$ cat src/rtl/tbwp_pkg.sv
// Package for the tile background and window pixel renderer.
// Types, constants and helper functions; no dependencies.
package tbwp_pkg;

    localparam int BankBytes    = 8192;
    localparam int PaletteBytes = 64;
    localparam int ScreenWidth  = 160;
    localparam int ScreenHeight = 144;

    localparam int VramAw = $clog2(2 * BankBytes);
    localparam int PalAw  = $clog2(PaletteBytes);

    // function codes of an input item
    localparam logic [1:0] FUNC_RENDER = 2'd0;
    localparam logic [1:0] FUNC_VRAM   = 2'd1;
    localparam logic [1:0] FUNC_PAL    = 2'd2;

    // register indexes
    localparam logic [2:0] REG_LCDC  = 3'd0;
    localparam logic [2:0] REG_SCY   = 3'd1;
    localparam logic [2:0] REG_SCX   = 3'd2;
    localparam logic [2:0] REG_WY    = 3'd3;
    localparam logic [2:0] REG_WX    = 3'd4;
    localparam logic [2:0] REG_MPAL  = 3'd5;
    localparam logic [2:0] REG_CMODE = 3'd6;

    localparam logic [12:0] MAP_LOW  = 13'h1800;
    localparam logic [12:0] MAP_HIGH = 13'h1C00;

    typedef enum logic [2:0] {
        ST_IDLE, ST_MAP, ST_ATTR, ST_LO, ST_HI, ST_PAL, ST_OUT
    } t_state;

    // controller -> datapath
    typedef struct packed {
        logic load;     // capture input item, start map fetch read for a render
        logic rd_attr;  // issue attribute read
        logic rd_lo;    // issue tile low byte read
        logic rd_hi;    // issue tile high byte read
        logic pal;      // latch colour number, read palette
        logic done;     // form result into output register
    } t_cmd;

    // datapath -> controller
    typedef struct packed {
        logic is_write;  // item is a store write or no-op
        logic quick;     // render that needs no fetch
    } t_sts;

    function automatic logic [14:0] grey(input logic [1:0] s);
        case (s)
            2'd0:    grey = 15'h7FFF;
            2'd1:    grey = 15'h56B5;
            2'd2:    grey = 15'h294A;
            default: grey = 15'h0000;
        endcase
    endfunction

endpackage

$ cat src/rtl/tbwp_ctrl.sv
// Controller state machine for the pixel renderer.
// Depends on tbwp_pkg.
module tbwp_ctrl (
    input  logic            i_clk,
    input  logic            i_rst_n,
    input  logic            i_in_valid,
    input  logic            i_out_free,
    input  tbwp_pkg::t_sts  i_sts,
    output logic            o_in_ready,
    output tbwp_pkg::t_cmd  o_cmd
);
    tbwp_pkg::t_state r_state, n_state;

    // state register
    always_ff @(posedge i_clk) begin
        if (!i_rst_n) begin
            r_state <= tbwp_pkg::ST_IDLE;
        end else begin
            r_state <= n_state;
        end
    end

    // next state and commands
    always_comb begin
        n_state    = r_state;
        o_in_ready = 1'b0;
        o_cmd      = '0;
        case (r_state)
            tbwp_pkg::ST_IDLE: begin
                o_in_ready = 1'b1;
                if (i_in_valid) begin
                    o_cmd.load = 1'b1;
                    n_state    = tbwp_pkg::ST_MAP;
                end
            end
            tbwp_pkg::ST_MAP: begin
                if (i_sts.is_write) begin
                    n_state = tbwp_pkg::ST_IDLE;
                end else if (i_sts.quick) begin
                    n_state = tbwp_pkg::ST_OUT;
                end else begin
                    o_cmd.rd_attr = 1'b1;
                    n_state       = tbwp_pkg::ST_ATTR;
                end
            end
            tbwp_pkg::ST_ATTR: begin
                o_cmd.rd_lo = 1'b1;
                n_state     = tbwp_pkg::ST_LO;
            end
            tbwp_pkg::ST_LO: begin
                o_cmd.rd_hi = 1'b1;
                n_state     = tbwp_pkg::ST_HI;
            end
            tbwp_pkg::ST_HI: begin
                o_cmd.pal = 1'b1;
                n_state   = tbwp_pkg::ST_PAL;
            end
            tbwp_pkg::ST_PAL: begin
                n_state = tbwp_pkg::ST_OUT;
            end
            tbwp_pkg::ST_OUT: begin
                if (i_out_free) begin
                    o_cmd.done = 1'b1;
                    n_state    = tbwp_pkg::ST_IDLE;
                end
            end
            default: n_state = tbwp_pkg::ST_IDLE;
        endcase
    end

endmodule

$ cat config.mk
export PLATFORM = sky130hd
export DESIGN_NAME = tbwp_ctrl
export DESIGN_NICKNAME = d
export VERILOG_FILES = /design/src/rtl/tbwp_pkg.sv /design/src/rtl/tbwp_ctrl.sv
export SDC_FILE = /design/constraint.sdc
export NUM_CORES = 1
export LEC_CHECK = 0
export BUFFER_PORTS_ARGS = -buffer_cell sky130_fd_sc_hd__buf_4
export CAP_MARGIN = 5
export CORE_AREA = 5 5 42 44
export DETAILED_ROUTE_END_ITERATION = 12
export DIE_AREA = 0 0 47 49
export GPL_ROUTABILITY_DRIVEN = 0
export GPL_TIMING_DRIVEN = 0
export PLACE_DENSITY = 0.42
export SYNTH_ARGS = -nofsm -noshare
export SYNTH_HDL_FRONTEND = slang
export SYNTH_SLANG_ARGS = --single-unit
$ cat constraint.sdc
create_clock -name i_clk -period 1.1 [get_ports i_clk]
set_clock_uncertainty 0.05 [all_clocks]
set_input_delay 0.055 -clock i_clk [delete_from_list [all_inputs] [get_ports i_clk]]
set_output_delay 0.055 -clock i_clk [all_outputs]
set_load 0.05 [all_outputs]
==> run metrics <==
Seq/Total Area, Yosys 25.3%; failing checks setup timing; Power, Total 0.553 mW; first-pass iteration count of the detailed router 1; Final Setup Violations 8; # IOs 13; clock period minus worst slack 1.24 ns; Storage cell area 67.6 um2; # diodes 0; synth unique cells 19; Crit-path slowest cell dfxtp_1; Crit path depth 4; leading post-synthesis cells by cell area dfxtp_1 25%, buf_6 9.5%, nor2_1 7.9%; clock net sink count 3; share of cells above drive strength 1 75.0%; initial drt markers 0; Synth Register Bits 3; global route overflow 0; most common cell after layout, fill and taps aside buf_4; Max Root-Sink Buffers 2; total CTS buffers 3; initial antenna violation count 0; CP Max Fanout 5; RSZ-0062 raised after global routing yes; status finished, violations left; die height 49 um; final hold vios 0; CTS tree yes; area of the multi-input gates 198 um2; syn_area_per_cell 8.20 um2; DP Wirelength 473 um; PwrDens 998 nW/um2; Hold WC Path Type in -> reg; area share of the largest cell type after synthesis 25.3%; Clock Tree Root clkbuf_4; Reg with most FFs r_state; critical-path cell list buf_6 -> nor3_4 -> and2_4 -> buf_8; largest net degree at the start of global routing 11; Mapped Cells 29; Layout area overhead 133%; post-synth top area cell dfxtp_1; worst slew pin tran 0.325 ns; H-tree levels 1; Worst EP arrival 1.13 ns; Nets 59; Buf/Inv on CP 2; clk_lat worst skew 0.23 ns; largest registers r_state (3); CP max stage delay 0.30 ns; Placeable Area 1400 um2; Startpoint Class flop; Worst setup EP type output port; Synth Cell Area 238 um2; first-pass GRT wire length 1.12 mm; max FFs per register 3; Starting Density 17.0%; row count 14; GRT Util Overall 6.77%; vias in the first global route 266; final worst slack -0.138 ns; Synth Warn # 0; max-slew violation count 0; die footprint 2300 um2; most frequent cells in the layout 12 x buf_4, 5 x buf_8, 4 x buf_6; setup TNS -0.705 ns; critical path class reg -> out; CP top delay family simple AND/OR/NAND/NOR gates; final antenna-violating net count 0; max cap viols 0; Worst Reg-to-Reg Cells 5; Vias 284; Post-Route WL 716 um; Clk pin slew, worst setup/hold paths 0.03 ns; Max Freq 808 MHz; Fillers 158; post-layout util 39.6%; fin crit share 113%; Routed WL per cell 10.5 um; DRC 0; syn nets 35; chip width 47 um; I/O Buffers 12; Hold Path Depth 2; Req. time, crit path 1.00 ns; Leak Pwr 0.238 nW; Max IR drop VDD 0.411 mV; headroom to the max-slew limit 78.1%; Vias/cell 4.18
## timing repair
action | in CTS | in global routing
pin swaps | 2 | 2
buffers inserted | 3 | 4
hold buffers | 0 | 0
gates resized for setup | 15 | 10
setup endpoints to repair | 7 | 9
cloned | 0 | 1
## Yosys cell counts (all sizes together)
master and instances:
nor2 5, buf 3, dfxtp 3, inv 2, nand2 2, nor3 2
nor3b 2, a2111oi 1, a21oi 1, and2 1, and3 1, nand2b 1
nor2b 1, o2111a 1, o211ai 1, o21a 1, o21ai 1
## layout make-up
cell class | count | area share [%]
Timing Repair Buffer | 20 | 37.7
Multi-Input combinational cell | 21 | 35.7
Sequential cell | 3 | 12.2
Clock buffer | 4 | 4.74
Buffer | 2 | 4.74
Tap cell | 16 | 3.61
Inverter | 2 | 1.35
## metrics by stage
| step | instances | hold slack [ns] | worst slack (ns) | cell area (um2) |
|---|---|---|---|---|
| floorplan | 29 | 0.123 | -0.273 | 259 |
| global placement | 57 | 0.250 | 0.0164 | 369 |
| detailed placement | 57 | 0.241 | -0.00333 | 369 |
| CTS | 64 | 0.00116 | -0.160 | 468 |
| global route | 68 | 0.0395 | -0.198 | 554 |
| finish | 68 | 0.0126 | -0.138 | 554 |
## where the power goes
part	switching [mW]	internal, mW
sequential	0.0116	0.115
combinational	0.116	0.125
clock	0.0500	0.135
## layer usage
layer / vias to the layer above / track usage (%) / wire, um
met2: 9 / 9.28 / 374
met1: 130 / 8.37 / 277
met3: 0 / 1.85 / 64
met5: - / 0 / 0
met4: 0 / 5.53 / 0
li1: 145 / - / -
## path summary, 6_finish.rpt
check | from | endpoint | slack (ns)
worst max-delay path | r_state[0] | o_cmd[5] | -0.14
worst min-delay path | i_rst_n | r_state[1] | 0.01
worst max register to register | r_state[0] | r_state[2] | -0.06
worst min register to register | r_state[2] | r_state[0] | 0.56
## cell families after synthesis
group	after synthesis	share of synthesized area, %
AO/OA/AOI/OAI	6	21.6
buffers and inverters	5	15.8
flip-flops	3	25.3
AND/OR/NAND/NOR	15	37.4
(Power assumes the default switching activity.)
